[src/rtl/core/u8u16_pkg.sv]
`timescale 1ns / 1ps

package u8u16_pkg;

  // Code unit constants
  localparam logic [15:0] REPL_CHAR = 16'hFFFD;
  localparam logic [15:0] HI_SURR   = 16'hD800;
  localparam logic [15:0] LO_SURR   = 16'hDC00;
  localparam logic [20:0] SMP_BASE  = 21'h10000;
  localparam logic [7:0]  LEAD_LIM  = 8'hF5;

  // Result queue geometry
  localparam int QUEUE_DEPTH = 4;
  localparam int QPTR_W      = 2;
  localparam int QCNT_W      = 3;

  // One UTF-16 result
  typedef struct packed {
    logic [15:0] code_unit;
    logic        replaced;
    logic        last_of_run;
  } unit_t;

  // Results of one byte, handed from decoder to queue
  typedef struct packed {
    logic             valid;
    logic [1:0]       count;
    unit_t [1:0]      units;
  } push_t;

  // Outcome of handling one byte as a lead byte
  typedef struct packed {
    logic        emit;
    unit_t       unit;
    logic        load;
    logic [20:0] bits;
    logic [1:0]  pend;
  } lead_t;

  function automatic lead_t lead_decode(input logic [7:0] b, input logic fin);
    lead_t r;
    r = '0;
    if (b[7] == 1'b0) begin
      r.emit = 1'b1;
      r.unit.code_unit = {8'h00, b};
    end else if (b[7:6] == 2'b10 || b >= LEAD_LIM) begin
      r.emit = 1'b1;
      r.unit.code_unit = REPL_CHAR;
      r.unit.replaced = 1'b1;
    end else if (fin) begin
      // multi-byte lead cut off by the end of the string
      r.emit = 1'b1;
      r.unit.code_unit = REPL_CHAR;
      r.unit.replaced = 1'b1;
    end else begin
      r.load = 1'b1;
      if (b[5] == 1'b0) begin
        r.bits = {16'h0000, b[4:0]};
        r.pend = 2'd1;
      end else if (b[4] == 1'b0) begin
        r.bits = {17'd0, b[3:0]};
        r.pend = 2'd2;
      end else begin
        r.bits = {18'd0, b[2:0]};
        r.pend = 2'd3;
      end
    end
    return r;
  endfunction

endpackage

[src/rtl/core/u8u16_decode.sv]
`timescale 1ns / 1ps

module u8u16_decode (
  input  logic              clk,
  input  logic              rst,
  input  logic              s_valid,
  output logic              s_ready,
  input  logic [7:0]        s_byte,
  input  logic              s_end,
  input  logic              first_only,
  input  logic              room,
  output u8u16_pkg::push_t  push
);

  logic              in_valid;
  logic [7:0]        in_byte;
  logic              in_end;
  logic              advance;

  logic [20:0]       partial_point;
  logic [1:0]        bytes_pending;
  logic              first_done;
  logic [20:0]       partial_point_next;
  logic [1:0]        bytes_pending_next;
  logic              first_done_next;

  u8u16_pkg::unit_t [1:0] units;
  u8u16_pkg::unit_t       repl;
  u8u16_pkg::lead_t       lead;
  logic [1:0]        n;
  logic              cont;
  logic [20:0]       acc;
  logic [1:0]        pend_dec;
  logic [20:0]       v;

  assign advance = in_valid && room;
  assign s_ready = !in_valid || room;

  // Input register
  always_ff @(posedge clk) begin
    if (rst) begin
      in_valid <= 1'b0;
    end else if (s_valid && s_ready) begin
      in_valid <= 1'b1;
    end else if (advance) begin
      in_valid <= 1'b0;
    end
    if (s_valid && s_ready) begin
      in_byte <= s_byte;
      in_end  <= s_end;
    end
  end

  // Decode one byte against the gathered sequence
  always_comb begin
    partial_point_next = partial_point;
    bytes_pending_next = bytes_pending;
    first_done_next    = first_done;
    units = '0;
    n     = 2'd0;
    repl  = '{code_unit: u8u16_pkg::REPL_CHAR, replaced: 1'b1, last_of_run: 1'b0};
    lead  = u8u16_pkg::lead_decode(in_byte, in_end);
    cont  = (in_byte[7:6] == 2'b10);
    acc   = {partial_point[14:0], in_byte[5:0]};
    pend_dec = bytes_pending - 2'd1;
    v     = acc - u8u16_pkg::SMP_BASE;

    if (first_done) begin
      // drop the rest of the string
    end else if (bytes_pending != 2'd0) begin
      if (cont) begin
        partial_point_next = acc;
        bytes_pending_next = pend_dec;
        if (pend_dec == 2'd0) begin
          partial_point_next = '0;
          if (acc < u8u16_pkg::SMP_BASE) begin
            units[0].code_unit = acc[15:0];
            n = 2'd1;
          end else begin
            units[0].code_unit = {5'b00000, v[20:10]} + u8u16_pkg::HI_SURR;
            units[1].code_unit = u8u16_pkg::LO_SURR | {6'b000000, v[9:0]};
            n = 2'd2;
          end
        end else if (in_end) begin
          units[0] = repl;
          n = 2'd1;
          partial_point_next = '0;
          bytes_pending_next = 2'd0;
        end
      end else begin
        // broken sequence: replace, then retry the byte as a lead unless first_only is set
        units[0] = repl;
        n = 2'd1;
        partial_point_next = '0;
        bytes_pending_next = 2'd0;
        if (!first_only) begin
          if (lead.emit) begin
            units[1] = lead.unit;
            n = 2'd2;
          end
          if (lead.load) begin
            partial_point_next = lead.bits;
            bytes_pending_next = lead.pend;
          end
        end
      end
    end else begin
      if (lead.emit) begin
        units[0] = lead.unit;
        n = 2'd1;
      end
      if (lead.load) begin
        partial_point_next = lead.bits;
        bytes_pending_next = lead.pend;
      end
    end

    if (n != 2'd0 && first_only) begin
      first_done_next = 1'b1;
    end
    if (in_end) begin
      partial_point_next = '0;
      bytes_pending_next = 2'd0;
      first_done_next    = 1'b0;
    end

    // flag the final unit of this byte
    if (n == 2'd1) begin
      units[0].last_of_run = 1'b1;
    end else if (n == 2'd2) begin
      units[1].last_of_run = 1'b1;
    end
  end

  assign push.valid = advance && (n != 2'd0);
  assign push.count = n;
  assign push.units = units;

  // Sequence state
  always_ff @(posedge clk) begin
    if (rst) begin
      partial_point <= '0;
      bytes_pending <= 2'd0;
      first_done    <= 1'b0;
    end else if (advance) begin
      partial_point <= partial_point_next;
      bytes_pending <= bytes_pending_next;
      first_done    <= first_done_next;
    end
  end

  // End of string leaves a clean state
  assert property (@(posedge clk) disable iff (rst)
    advance && in_end |=> bytes_pending == 2'd0 && !first_done && partial_point == '0)
    else $error("state not cleared at end of string");

  // Only the final unit of a pair carries the run flag
  assert property (@(posedge clk) disable iff (rst)
    push.valid && push.count == 2'd2 |->
      push.units[1].last_of_run && !push.units[0].last_of_run)
    else $error("run flag misplaced on unit pair");

  // Ignored bytes produce nothing
  assert property (@(posedge clk) disable iff (rst)
    first_done |-> n == 2'd0)
    else $error("output produced after first character");

endmodule

[src/rtl/core/u8u16_outq.sv]
`timescale 1ns / 1ps

module u8u16_outq (
  input  logic              clk,
  input  logic              rst,
  input  u8u16_pkg::push_t  push,
  output logic              room,
  output logic              m_valid,
  input  logic              m_ready,
  output u8u16_pkg::unit_t  m_unit
);

  u8u16_pkg::unit_t mem [u8u16_pkg::QUEUE_DEPTH];
  logic [u8u16_pkg::QPTR_W-1:0] wr_ptr;
  logic [u8u16_pkg::QPTR_W-1:0] rd_ptr;
  logic [u8u16_pkg::QCNT_W-1:0] count;
  logic [1:0]                   push_cnt;
  logic                         pop;

  assign push_cnt = push.valid ? push.count : 2'd0;
  assign pop      = m_valid && m_ready;
  assign m_valid  = (count != '0);
  assign m_unit   = mem[rd_ptr];
  assign room     = (count <= u8u16_pkg::QCNT_W'(u8u16_pkg::QUEUE_DEPTH - 2));

  // Store up to two units per cycle
  always_ff @(posedge clk) begin
    if (push_cnt != 2'd0) begin
      mem[wr_ptr] <= push.units[0];
    end
    if (push_cnt == 2'd2) begin
      mem[wr_ptr + u8u16_pkg::QPTR_W'(1)] <= push.units[1];
    end
  end

  // Advance pointers and occupancy
  always_ff @(posedge clk) begin
    if (rst) begin
      wr_ptr <= '0;
      rd_ptr <= '0;
      count  <= '0;
    end else begin
      wr_ptr <= wr_ptr + u8u16_pkg::QPTR_W'(push_cnt);
      rd_ptr <= rd_ptr + u8u16_pkg::QPTR_W'(pop);
      count  <= count + u8u16_pkg::QCNT_W'(push_cnt) - u8u16_pkg::QCNT_W'(pop);
    end
  end

  // A push never overruns the queue
  assert property (@(posedge clk) disable iff (rst)
    push.valid |-> {1'b0, count} + {2'b00, push.count} <=
      (u8u16_pkg::QCNT_W+1)'(u8u16_pkg::QUEUE_DEPTH))
    else $error("result queue overrun");

  // Occupancy stays within depth
  assert property (@(posedge clk) disable iff (rst)
    count <= u8u16_pkg::QCNT_W'(u8u16_pkg::QUEUE_DEPTH))
    else $error("result queue count out of range");

  // Occupancy tracks transfers
  assert property (@(posedge clk) disable iff (rst)
    !push.valid && !pop && !$past(rst) |=> $stable(count) || $past(push.valid) || $past(pop))
    else $error("result queue count changed without a transfer");

endmodule

[src/rtl/core/utf8_to_utf16_transcoder_top.sv]
`timescale 1ns / 1ps
// Channel   Dir  Handshake                 Payload
// s_axis    in   s_axis_tvalid/tready      tdata = byte_in, tlast = string_end
// m_axis    out  m_axis_tvalid/tready      tdata = code_unit, tuser = replaced,
//                                          tlast = last_of_run
// cfg       in   cfg_valid/cfg_ready       cfg_data = first_only
//
// One byte is accepted per cycle while the queue has room; the first unit of a byte reaches
// m_axis through the input register, then the queue. A byte yields up to two units;
// the output side drains one unit per cycle while m_axis_tready is high.
// A four-entry result queue takes a new byte whenever two slots are free.
// rst is synchronous; it empties the input register and queue and clears state.

module utf8_to_utf16_transcoder_top (
  input  logic        clk,
  input  logic        rst,
  input  logic        s_axis_tvalid,
  output logic        s_axis_tready,
  input  logic [7:0]  s_axis_tdata,   // [7:0] byte_in
  input  logic        s_axis_tlast,
  output logic        m_axis_tvalid,
  input  logic        m_axis_tready,
  output logic [15:0] m_axis_tdata,   // [15:0] code_unit
  output logic        m_axis_tuser,   // [0] replaced
  output logic        m_axis_tlast,
  input  logic        cfg_valid,
  output logic        cfg_ready,
  input  logic        cfg_data
);

  logic             first_only;
  logic             room;
  u8u16_pkg::push_t push;
  u8u16_pkg::unit_t m_unit;

  // Configuration register
  assign cfg_ready = 1'b1;
  always_ff @(posedge clk) begin
    if (rst) begin
      first_only <= 1'b0;
    end else if (cfg_valid && cfg_ready) begin
      first_only <= cfg_data;
    end
  end

  u8u16_decode u_decode (
    .clk        (clk),
    .rst        (rst),
    .s_valid    (s_axis_tvalid),
    .s_ready    (s_axis_tready),
    .s_byte     (s_axis_tdata),
    .s_end      (s_axis_tlast),
    .first_only (first_only),
    .room       (room),
    .push       (push)
  );

  u8u16_outq u_outq (
    .clk     (clk),
    .rst     (rst),
    .push    (push),
    .room    (room),
    .m_valid (m_axis_tvalid),
    .m_ready (m_axis_tready),
    .m_unit  (m_unit)
  );

  assign m_axis_tdata = m_unit.code_unit;
  assign m_axis_tuser = m_unit.replaced;
  assign m_axis_tlast = m_unit.last_of_run;

endmodule

[config.mk]
export PLATFORM = sky130hd
export DESIGN_NAME = utf8_to_utf16_transcoder_top
export DESIGN_NICKNAME = d
export VERILOG_FILES = /design/src/rtl/core/u8u16_pkg.sv /design/src/rtl/core/u8u16_decode.sv /design/src/rtl/core/u8u16_outq.sv /design/src/rtl/core/utf8_to_utf16_transcoder_top.sv
export SDC_FILE = /design/constraint.sdc
export NUM_CORES = 1
export LEC_CHECK = 0
export ABC_AREA = 1
export ABC_CLOCK_PERIOD_IN_PS = 3100
export BUFFER_PORTS_ARGS = -buffer_cell sky130_fd_sc_hd__buf_2
export CORE_MARGIN = 10
export CORE_UTILIZATION = 40
export CTS_CLUSTER_SIZE = 8
export DETAILED_ROUTE_END_ITERATION = 8
export GPL_TIMING_DRIVEN = 0
export PLACE_DENSITY_LB_ADDON = 0.15
export SYNTH_ARGS = -nofsm -noshare
export SYNTH_HDL_FRONTEND = slang
export SYNTH_SLANG_ARGS = --single-unit
[constraint.sdc]
create_clock -name clk -period 3.1 [get_ports clk]
set_clock_uncertainty 0.1 [all_clocks]
set_input_delay 0 -clock clk [delete_from_list [all_inputs] [get_ports clk]]
set_output_delay 0 -clock clk [all_outputs]
set_load 0.1 [all_outputs]
# --- Yosys cells after proc, flatten, opt, wreduce, memory -nomap -nowiden ---
# Memory sizes are Yosys's and may differ from the RTL's. A register that Yosys moved wholly into a read port is not among the register bits.
# Index checks and enable logic that the tools add are counted.
# W data, S select, Z words.
totals:
  reg_bits: 36
  mem_bits_rw: 72
  elab_cells: 105
  memories: 1
classes:
  add_sub_neg: 8
  magnitude_cmp: 3
  n_eq_ne: 5
  muxes: 60
  n_reduce_logical: 18
memory_table:
  columns: ["name", "depth", "word_bits", "rd", "rd_clocked_by_memory_dff", "write_ports", "line_no", "source"]
  rows:
  - ["u_outq.mem", 4, 18, 1, 1, 2, "u8u16_outq.sv:13", "u8u16_pkg::unit_t mem [u8u16_pkg::QUEUE_DEPTH];"]
op_table:
  columns: ["cell", "count"]
  rows:
  - ["$mux W18", 8]
  - ["$mux W15", 8]
  - ["$mux W16", 5]
  - ["$mux W24", 3]
  - ["$mux W2", 18]
  - ["$mux W36", 1]
  - ["$lt A21 B17 Y1 const B", 1]
  - ["$sub A21 B17 Y21 const B", 1]
  - ["$mux W17", 1]
  - ["$add A12 B15 Y16 const B", 1]
  - ["$mux W1", 14]
  - ["$reduce_bool A2 Y1", 5]
  - ["$ge A8 B8 Y1 const B", 1]
  - ["$mux W7", 1]
  - ["$eq A2 B2 Y1 const B", 3]
  - ["$mux W6", 1]
  - ["$reduce_bool A3 Y1", 2]
  - ["$logic_and A1 B1 Y1", 5]
  - ["$add A3 B2 Y3", 1]
  - ["$le A3 B2 Y1 const B", 1]
  - ["$reduce_and A3 Y1", 1]
  - ["$sub A3 B1 Y3", 1]
  - ["$add A2 B1 Y2", 1]
  - ["$add A2 B1 Y2 const B", 1]
  - ["8 further kinds", 9]

# --- Longest topological paths before layout ---
# Gate-level depths: netlist of the first run.
depth:
  depth_word: 15
  ltp_mapped: 16
  ltp_nobuf: 15

# --- Hierarchy ---
# From an unflattened synthesis of the first run, not the netlist that was laid out.
hier_totals:
  cells_unflattened: 694
  area_unflattened_um2: 6185.9
by_module_without_submodules:
  columns: ["module", "instances", "cells_each", "area_per_inst_um2"]
  rows:
  - ["u8u16_outq", 1, 416, 4126.5]
  - ["u8u16_decode", 1, 269, 2003.2]
  - ["utf8_to_utf16_transcoder_top", 1, 9, 56.3]

# --- Worst setup path after synthesis of the first run ---
# OpenSTA, ideal clock, no wires.
synth_path:
  path_type: "flip-flop to flip-flop"
  startpoint: "register u_decode.bytes_pending[0]"
  endpoint: "memory u_outq.mem[0][0] in the netlist's numbering, enable pin"
  arrival_ns: 2.761
  required_time_ns: 2.582
  slack_ns: -0.179
  stages_incl_launch_ff: 10
  synth_period_minus_slack_ns: 3.279
  cell_sequence: "dfxtp_1 -> ha_1 -> clkinv_1 -> nand2_1 -> nand2_1 -> nand3_1 -> nand3_1 -> nand2_1 -> nand2_1 -> o21ai_0"
synth_lines:
  columns: ["element", "line_no", "source"]
  rows:
  - ["start: declaration", "u8u16_decode.sv:21", "logic [1:0] bytes_pending;"]
  - ["start signal: assignment", "u8u16_decode.sv:147", "bytes_pending <= bytes_pending_next;"]
  - ["end: declaration", "u8u16_outq.sv:13", null]

# --- Worst setup path in the final report of the first run ---
layout_path:
  startpoint: "register u_decode.bytes_pending[0]"
  endpoint: "register u_outq.count[2] in the netlist's numbering"
layout_via:
  elab_chain_len: 11
  elab_cells_between_ends: 12
  classes_between: "3 x add/sub; 5 x mux; 4 x reduce/logical"
layout_lines:
  columns: ["element", "line_no", "source"]
  rows:
  - ["$sub A2 B1 Y2", "u8u16_decode.sv:65", "pend_dec = bytes_pending - 2'd1;"]
  - ["$logic_not A2 Y1", "u8u16_decode.sv:74", "if (pend_dec == 2'd0) begin"]
  - ["$mux W2", "u8u16_decode.sv:74", null]
  - ["$mux W2", "u8u16_decode.sv:71", "if (cont) begin"]
  - ["$mux W2 (*)", "u8u16_decode.sv:70", "end else if (bytes_pending != 2'd0) begin"]
  - ["$mux W2 (*)", "u8u16_decode.sv:68", "if (first_done) begin"]
  - ["$reduce_bool A2 Y1", "u8u16_decode.sv:135", "assign push.valid = advance && (n != 2'd0);"]
  - ["$logic_and A1 B1 Y1", "u8u16_decode.sv:135", null]
  - ["$mux W2 (*)", "u8u16_outq.sv:20", "assign push_cnt = push.valid ? push.count : 2'd0;"]
  - ["$add A3 B2 Y3 (*)", "u8u16_outq.sv:45", "count <= count + u8u16_pkg::QCNT_W'(push_cnt) - u8u16_pkg::QCNT_W'(pop);"]
  - ["$sub A3 B1 Y3 (*)", "u8u16_outq.sv:45", null]
  - ["end signal: assignment", "u8u16_outq.sv:45", null]
  - ["end: declaration", "u8u16_outq.sv:16", "logic [u8u16_pkg::QCNT_W-1:0] count;"]
# Every way passes the cells marked *; elsewhere a longest branch is shown, timed or not.
# A chain may end at the register's enable or synchronous reset.

==> flow_metrics.py, run 1 <==
metrics = {
    "grt": {
        "overflow": 0,
        "antenna_found_initial": 0,
        "grt_max_degree": 19,
        "grt_usage_pct": 16.0,
        "grt_pass1_wl_um": 25100,
        "grt_pass1_vias": 4530,
    },
    "cells_and_area": {
        "syn2layout_area_growth_pct": 17.3,
        "finalNonFillerCells": 891,
        "finalNetCount": 731,
        "layout-drive-gt1-share_pct": 14.3,
        "n_antenna_cell": 0,
        "fillers": 1309,
    },
    "detailed_routing": {
        "drt-total-wl_um": 15900,
        "vias": 4730,
        "viasPerCell": 5.31,
        "dr.pass1.iters": 5,
        "drt_iter0_drc": 504,
        "drc": 0,
        "ant_nets": 0,
        "wl_per_cell_um": 17.8,
    },
    "die": {
        "chipWidth_um": 139,
        "ios": 36,
        "initial_core_util_pct": 41.0,
        "fp.coreArea_mm2": 0.0139,
        "dieHeight_um": 139,
        "rows": 43,
        "dieArea_mm2": 0.0195,
    },
    "power_and_ir_drop": {
        "pwr-share-comb_pct": 43.6,
        "intPower_uw": 2860,
        "vdd.ir_drop.worst_v": 0.000392,
        "swShare_pct": 46.8,
        "pwr-share-seq_pct": 33.0,
        "p_per_area_mw_per_mm2": 801,
        "power_switching_uw": 2510,
        "leakage_uw": 0.00264,
        "p_total_uw": 5370,
        "clockPowerShare_pct": 23.5,
    },
    "cts": {
        "path_clk_slew_ns": 0.07,
        "cts_tree": "done",
        "numCtsBuffers": 9,
        "cts_buffer_depth": 2,
        "cts_root_buf": "clkbuf_16",
        "clock-sinks": 108,
        "cts.htree.levels": 3,
        "clock_latency_ns": 0.36,
    },
    "setup_path": {
        "cp-end-kind": "flop",
        "worst_ep_required_time_ns": 3.29,
        "crit_start": "u_decode.bytes_pending[0]",
        "reg2regPathDepth": 11,
        "crit_type": "reg2reg",
        "r2r-start": "u_decode.bytes_pending[0]",
        "setup.worst_path.start_class": "flop",
        "critPathArrivalTime_ns": 3.03,
        "worst-path-max-fanout": 10,
        "reg2reg_setup_slack_ns": 0.26,
    },
    "timing": {
        "period_share_pct": 91.5,
        "relSlewSlack_pct": 43.2,
        "worstMarginPinSlew_ns": 0.852,
        "hold_viol_final": 0,
        "min_period_ns": 2.84,
        "fmax_mhz": 353,
        "rsz0062_at_grt": "false",
        "setup_viol": 0,
        "slew_violations": 0,
        "finalSetupTns_ns": 0,
        "timing.hold.ws_ns": 0.227,
    },
    "yosys": {
        "synthAdderAreaFrac_pct": 2.10,
        "synth-simple-area-share_pct": 17.7,
        "synth_area_per_cell_um2": 8.88,
        "synth_compound_area_share_pct": 20.2,
        "synth.cell_area_mm2": 0.00571,
        "synthCells": 643,
        "ys_seq_elements": 108,
        "synth_top_family_by_area": "compound AO/OA/AOI/OAI gates",
        "synth_mux_area_share_pct": 0,
        "ys_seq_area_share_pct": 52.0,
        "synth_edf_count": 81,
        "ys_async_sr_fraction_pct": 0,
        "synth_cell_types": 45,
        "ys.warnings.count": 0,
        "synthFlopType": "edfxtp_1",
        "synth_xor_area_share_pct": 0.920,
        "syn_nets": 667,
    },
    "min_path": {
        "hold_class": "in2reg",
        "min_from": "m_axis_tready",
        "min_delay_path_depth": 5,
    },
    "place": {
        "place_hpwl_um": 11600,
        "gp_congestion": 0.920,
        "dp.cells": 860,
        "io_buffers": 33,
    },
    "run_status": {
        "outcome": "finished clean",
    },
    "run": {
        "cap_violations": 0,
    },
}
## kinds of logic (layout without fill, tap and decap cells)
| kind of cell | after synthesis | in the layout |
|---|---|---|
| AOI/OAI and AO/OA | 210 | 210 |
| xor gates and xnor gates | 6 | 6 |
| adders and majority gates | 9 | 9 |
| buffers and inverters | 83 | 151 |
| DFF | 108 | 108 |
| other | 1 | 1 |
| and+or+nand+nor | 226 | 226 |
## cells in the final DEF (no fill, tap or decap), drive strengths merged, types with 2 or more instances in the layout
cell	n
nand2	125
nand3	11
o22ai	22
nor2	85
bufinv	2
dlygate4sd3	14
o21ai	136
clkbuf	24
buf	51
ha	8
dfxtp	27
o211ai	9
clkinv	4
inv	55
xnor2	3
nand4	2
xor2	3
a22o	2
edfxtp	81
a21oi	36
## final timing paths
kind                                                   to
worst min register to register  u_decode.bytes_pending[1]
worst max-delay path                      u_outq.count[2]
worst max register to register            u_outq.count[2]
worst min-delay path                     u_outq.rd_ptr[0]
## worst max-delay path: stages, from the launching register on
cell and delay, ns:
dfxtp_1 0.34, inv_1 0.06, ha_1 0.23, clkbuf_1 0.43, nand4_1 0.14, nand3_1 0.26
nor2_1 0.15, ha_1 0.24, fa_1 0.37, xor2_1 0.22, o21ai_0 0.10, a21oi_1 0.11
## through the flow
| step | worst slack, ns | util (%) | cell area (µm²) |
|---|---|---|---|
| 5_1_grt | 0.0799 | 48.1 | 6700 |
| 2_1_floorplan | -0.179 | - | 5710 |
| 3_3_place_gp | -1.77 | 43.8 | 6100 |
| 6_report | 0.264 | 48.1 | 6700 |
| 3_5_place_dp | -0.132 | 44.5 | 6200 |
| 4_1_cts | 0.124 | 47.9 | 6680 |
## power groups by stage
stage | clock network (µW) | registers [µW] | logic (µW)
3_3_place_gp | 0 | 1810 | 2280
4_1_cts | 1280 | 1770 | 2340
3_5_place_dp | 0 | 1800 | 2320
2_1_floorplan | 0 | 1780 | 1840
5_1_grt | 1340 | 1780 | 2500
6_report | 1260 | 1770 | 2340
## area by class of cell
type                       count  area (µm²)  area share, %
multi-input combinational    452        2380           35.6
inverter                      56         236           3.53
timing repair buffer          53         402           5.99
sequential                   108        2970           44.4
clock inverter                 6        96.3           1.44
buffer                        27         159           2.37
tap                          180         225           3.36
clock buffer                   9         225           3.36
## timing repair
item,CTS,global route
buffers inserted,0,2
endpoints found under the hold margin,15,0
hold buffers,14,0
gates resized for setup,3,2
pin swaps,0,1
setup endpoints to repair,22,23
## cells in the mapped netlist, types with 4 or more instances
master      n  area [µm²]
buf_4       5        37.5
dfxtp_1    27         541
nor2_8      6         120
ha_1        8         100
o21ai_2     4        35.0
clkbuf_1   15        56.3
edfxtp_1   81        2430
inv_1      45         169
o22ai_1    22         138
nand2_1   121         454
o211ai_1    9        67.6
o21ai_0   119         596
a21oi_1    34         170
buf_6       5        56.3
o21ai_1    13        65.1
nor2_1     74         278
nand3_1    10        50.1
## sequential cells by signal, summed over array words and instances (netlist names)
| signal | flops |
|---|---|
| u_decode.in_end | 1 |
| first_only | 1 |
| u_outq.rd_ptr | 2 |
| u_decode.first_done | 1 |
| u_outq.mem | 72 |
| u_outq.wr_ptr | 2 |
| u_decode.in_valid | 1 |
| u_decode.partial_point | 15 |
| u_decode.bytes_pending | 2 |
| u_outq.count | 3 |
| u_decode.in_byte | 8 |
## per-layer routing
metal  vias up  global-route usage, %  share of wire, %
met5         -                      0                 0
met4         0                   5.66               1.9
met3        23                   2.45               4.9
met2       143                   26.4                49
met1      2207                   20.8                44
li1       2357                      -                 -
Note: power is estimated with default switching activity, not from simulation.
==> run 2: changes to the inputs <==
GPL_TIMING_DRIVEN = unset   (was 0)
==> run 2 against run 1 <==
Non-clock buffer count shrank 19; first-iteration DRC count fell by 20%; final cell count is 2.0% lower; critical path type unchanged; clock-buffer cell count is 2 higher; sequential power about the same; final area is 3.4% lower; die area unchanged; total power shrank 4.1%; wire length down 4.7%; core utilization is 1.6 points lower; sequential share of layout area is 1.5 points higher.
==> flow_metrics.py, run 2 (synthesized netlist as in run 1, its figures left out) <==
metrics = {
    "timing": {
        "setup_ws_ns": 0.269,
        "min_period_ns": 2.83,
        "slew_violations": 0,
        "fmax_mhz": 353,
        "relSlewSlack_pct": 28.8,
        "worstMarginPinSlew_ns": 1.06,
        "setup_viol": 0,
        "period_share_pct": 91.3,
        "hold_viol_final": 0,
        "rsz0062_at_grt": "false",
        "timing.hold.ws_ns": 0.235,
    },
    "place": {
        "pre_cts_ws_ns": 0.284,
        "postPlaceCellArea_mm2": 0.00604,
        "io_buffers": 34,
        "gp_congestion": 0.901,
        "place_hpwl_um": 10700,
    },
    "detailed_routing": {
        "top_layer_used": "met4",
        "drt_iter0_drc": 403,
        "drc": 0,
        "vias": 4645,
        "wirelength_met1_um": 6840,
        "wl_met3_um": 666,
        "wl_met2_um": 7230,
        "drt-total-wl_um": 15100,
        "viasPerCell": 5.32,
        "wl_per_cell_um": 17.3,
        "ant_nets": 0,
        "dr.pass1.iters": 5,
    },
    "cts": {
        "cts_root_buf": "clkbuf_16",
        "cts.htree.levels": 3,
        "path_clk_slew_ns": 0.07,
        "clock-sinks": 108,
        "cts_resized": 0,
        "clock_latency_ns": 0.35,
        "cts_buffer_depth": 2,
        "cts_tree": "done",
        "numCtsBuffers": 9,
    },
    "grt": {
        "grt_max_degree": 38,
        "overflow": 0,
        "grt_usage_pct": 15.2,
        "grt_pass1_vias": 4415,
        "grt_pass1_wl_um": 23800,
        "antenna_found_initial": 0,
    },
    "setup_path": {
        "r2r-end": "u_outq.count[2]",
        "path_buf_inv": 4,
        "slowest_stage": "edfxtp_1",
        "r2r-start": "u_decode.in_byte[7]",
        "worst-path-max-fanout": 10,
        "path_cells": "inv_6 > nor2_8 > inv_6 > a21oi_4 > nor2_4 > nand2_4 > nor2_8 > inv_8 > ha_1 > inv_1 > fa_1 > xor2_1 > o21ai_0 > a21oi_1",
        "crit_type": "reg2reg",
        "reg2regPathDepth": 14,
        "max_stage_delay_ns": 0.56,
        "cp-end-kind": "flop",
        "critPathArrivalTime_ns": 3.01,
        "worst_ep_required_time_ns": 3.28,
        "reg2reg_setup_slack_ns": 0.27,
        "setup.worst_path.start_class": "flop",
        "critical-path-top-delay-family": "adder cells",
    },
    "cells_and_area": {
        "final_cell_mix": "nand2_1, o21ai_0, edfxtp_1",
        "regMostFlops": "u_outq.mem",
        "fillers": 1352,
        "reg_top3": "u_outq.mem (72), u_decode.partial_point (15), u_decode.in_byte (8)",
        "syn2layout_area_growth_pct": 13.4,
        "final_util_pct": 46.5,
        "mostFrequentLayoutCell": "nand2_1",
        "finalNetCount": 712,
        "n_antenna_cell": 0,
        "largest_reg_flops": 72,
        "finalInstanceArea_mm2": 0.00648,
        "layout-drive-gt1-share_pct": 13.3,
    },
    "die": {
        "chipWidth_um": 139,
        "dieArea_mm2": 0.0195,
        "initial_core_util_pct": 41.0,
        "ios": 36,
        "rows": 43,
        "dieHeight_um": 139,
        "fp.coreArea_mm2": 0.0139,
    },
    "run": {
        "cap_violations": 0,
    },
    "power_and_ir_drop": {
        "clockPowerShare_pct": 21.8,
        "swShare_pct": 47.5,
        "leakage_uw": 0.00256,
        "intPower_uw": 2710,
        "p_total_uw": 5150,
        "power_switching_uw": 2440,
        "pwr-share-comb_pct": 43.5,
        "pwr-share-seq_pct": 34.7,
        "p_per_area_mw_per_mm2": 795,
        "vdd.ir_drop.worst_v": 0.000318,
    },
    "run_status": {
        "outcome": "finished clean",
    },
    "min_path": {
        "holdPathEnd": "u_outq.rd_ptr[0]",
        "hold_class": "in2reg",
        "min_from": "m_axis_tready",
        "min_delay_path_depth": 5,
    },
}
==> run 2: metrics by stage <==
| stage | setup TNS [ns] | cells |
|---|---|---|
| 2_1_floorplan | -12.89 | 643 |
| 3_3_place_gp | 0 | 842 |
| 3_5_place_dp | 0 | 842 |
| 4_1_cts | 0 | 873 |
| 5_1_grt | 0 | 873 |
| 6_report | 0 | 873 |
==> run 2: worst max-delay path by stage <==
stage | startpoint | endpoint | slack, ns | depth (start not counted)
floorplan | u_decode.bytes_pending[0] | u_outq.mem[0][0] | -0.18 | 9
global placement | u_decode.in_byte[7] | u_outq.count[2] | 0.37 | 14
detailed placement | u_decode.in_byte[7] | u_outq.count[2] | 0.28 | 14
CTS | u_decode.in_byte[7] | u_outq.count[2] | 0.25 | 14
global route | u_decode.in_byte[7] | u_outq.count[2] | 0.07 | 14
finish | u_decode.in_byte[7] | u_outq.count[2] | 0.27 | 14
==> run 2: layer usage <==
metal  vias to the layer above  global-route usage [%]
met3                        26                    2.28
met5                         -                       0
met4                         0                    6.43
met2                       139                    24.8
met1                      2159                    19.4
li1                       2321                       -
==> run 2: layout make-up <==
cell class	instances	area [µm²]	area share (%)
flip-flops and latches	108	2970	45.9
multi-input cells	452	2340	36.2
repair buffers	61	410	6.34
clock buffers	11	243	3.75
inverters	56	235	3.63
well taps	180	225	3.48
clock inverters	5	45.0	0.696
==> run 2: timing repair <==
item / 4_1_cts / 5_1_grt
setup buffers: 0 / 0
endpoints found under the hold margin: 24 / 0
hold buffers: 15 / 0
==> run 2: power by group through the flow <==
stage	registers [µW]	clock network [µW]	logic, µW
2_1_floorplan	1780	0	1840
3_3_place_gp	1810	0	2230
3_5_place_dp	1820	0	2250
4_1_cts	1790	1140	2270
5_1_grt	1800	1200	2410
6_report	1790	1120	2240
==> run 2: worst min-delay path, stage by stage <==
cell and delay (ns):
buf_2 0.11, a21boi_0 0.16, ha_1 0.30, inv_1 0.04, nor2_1 0.03
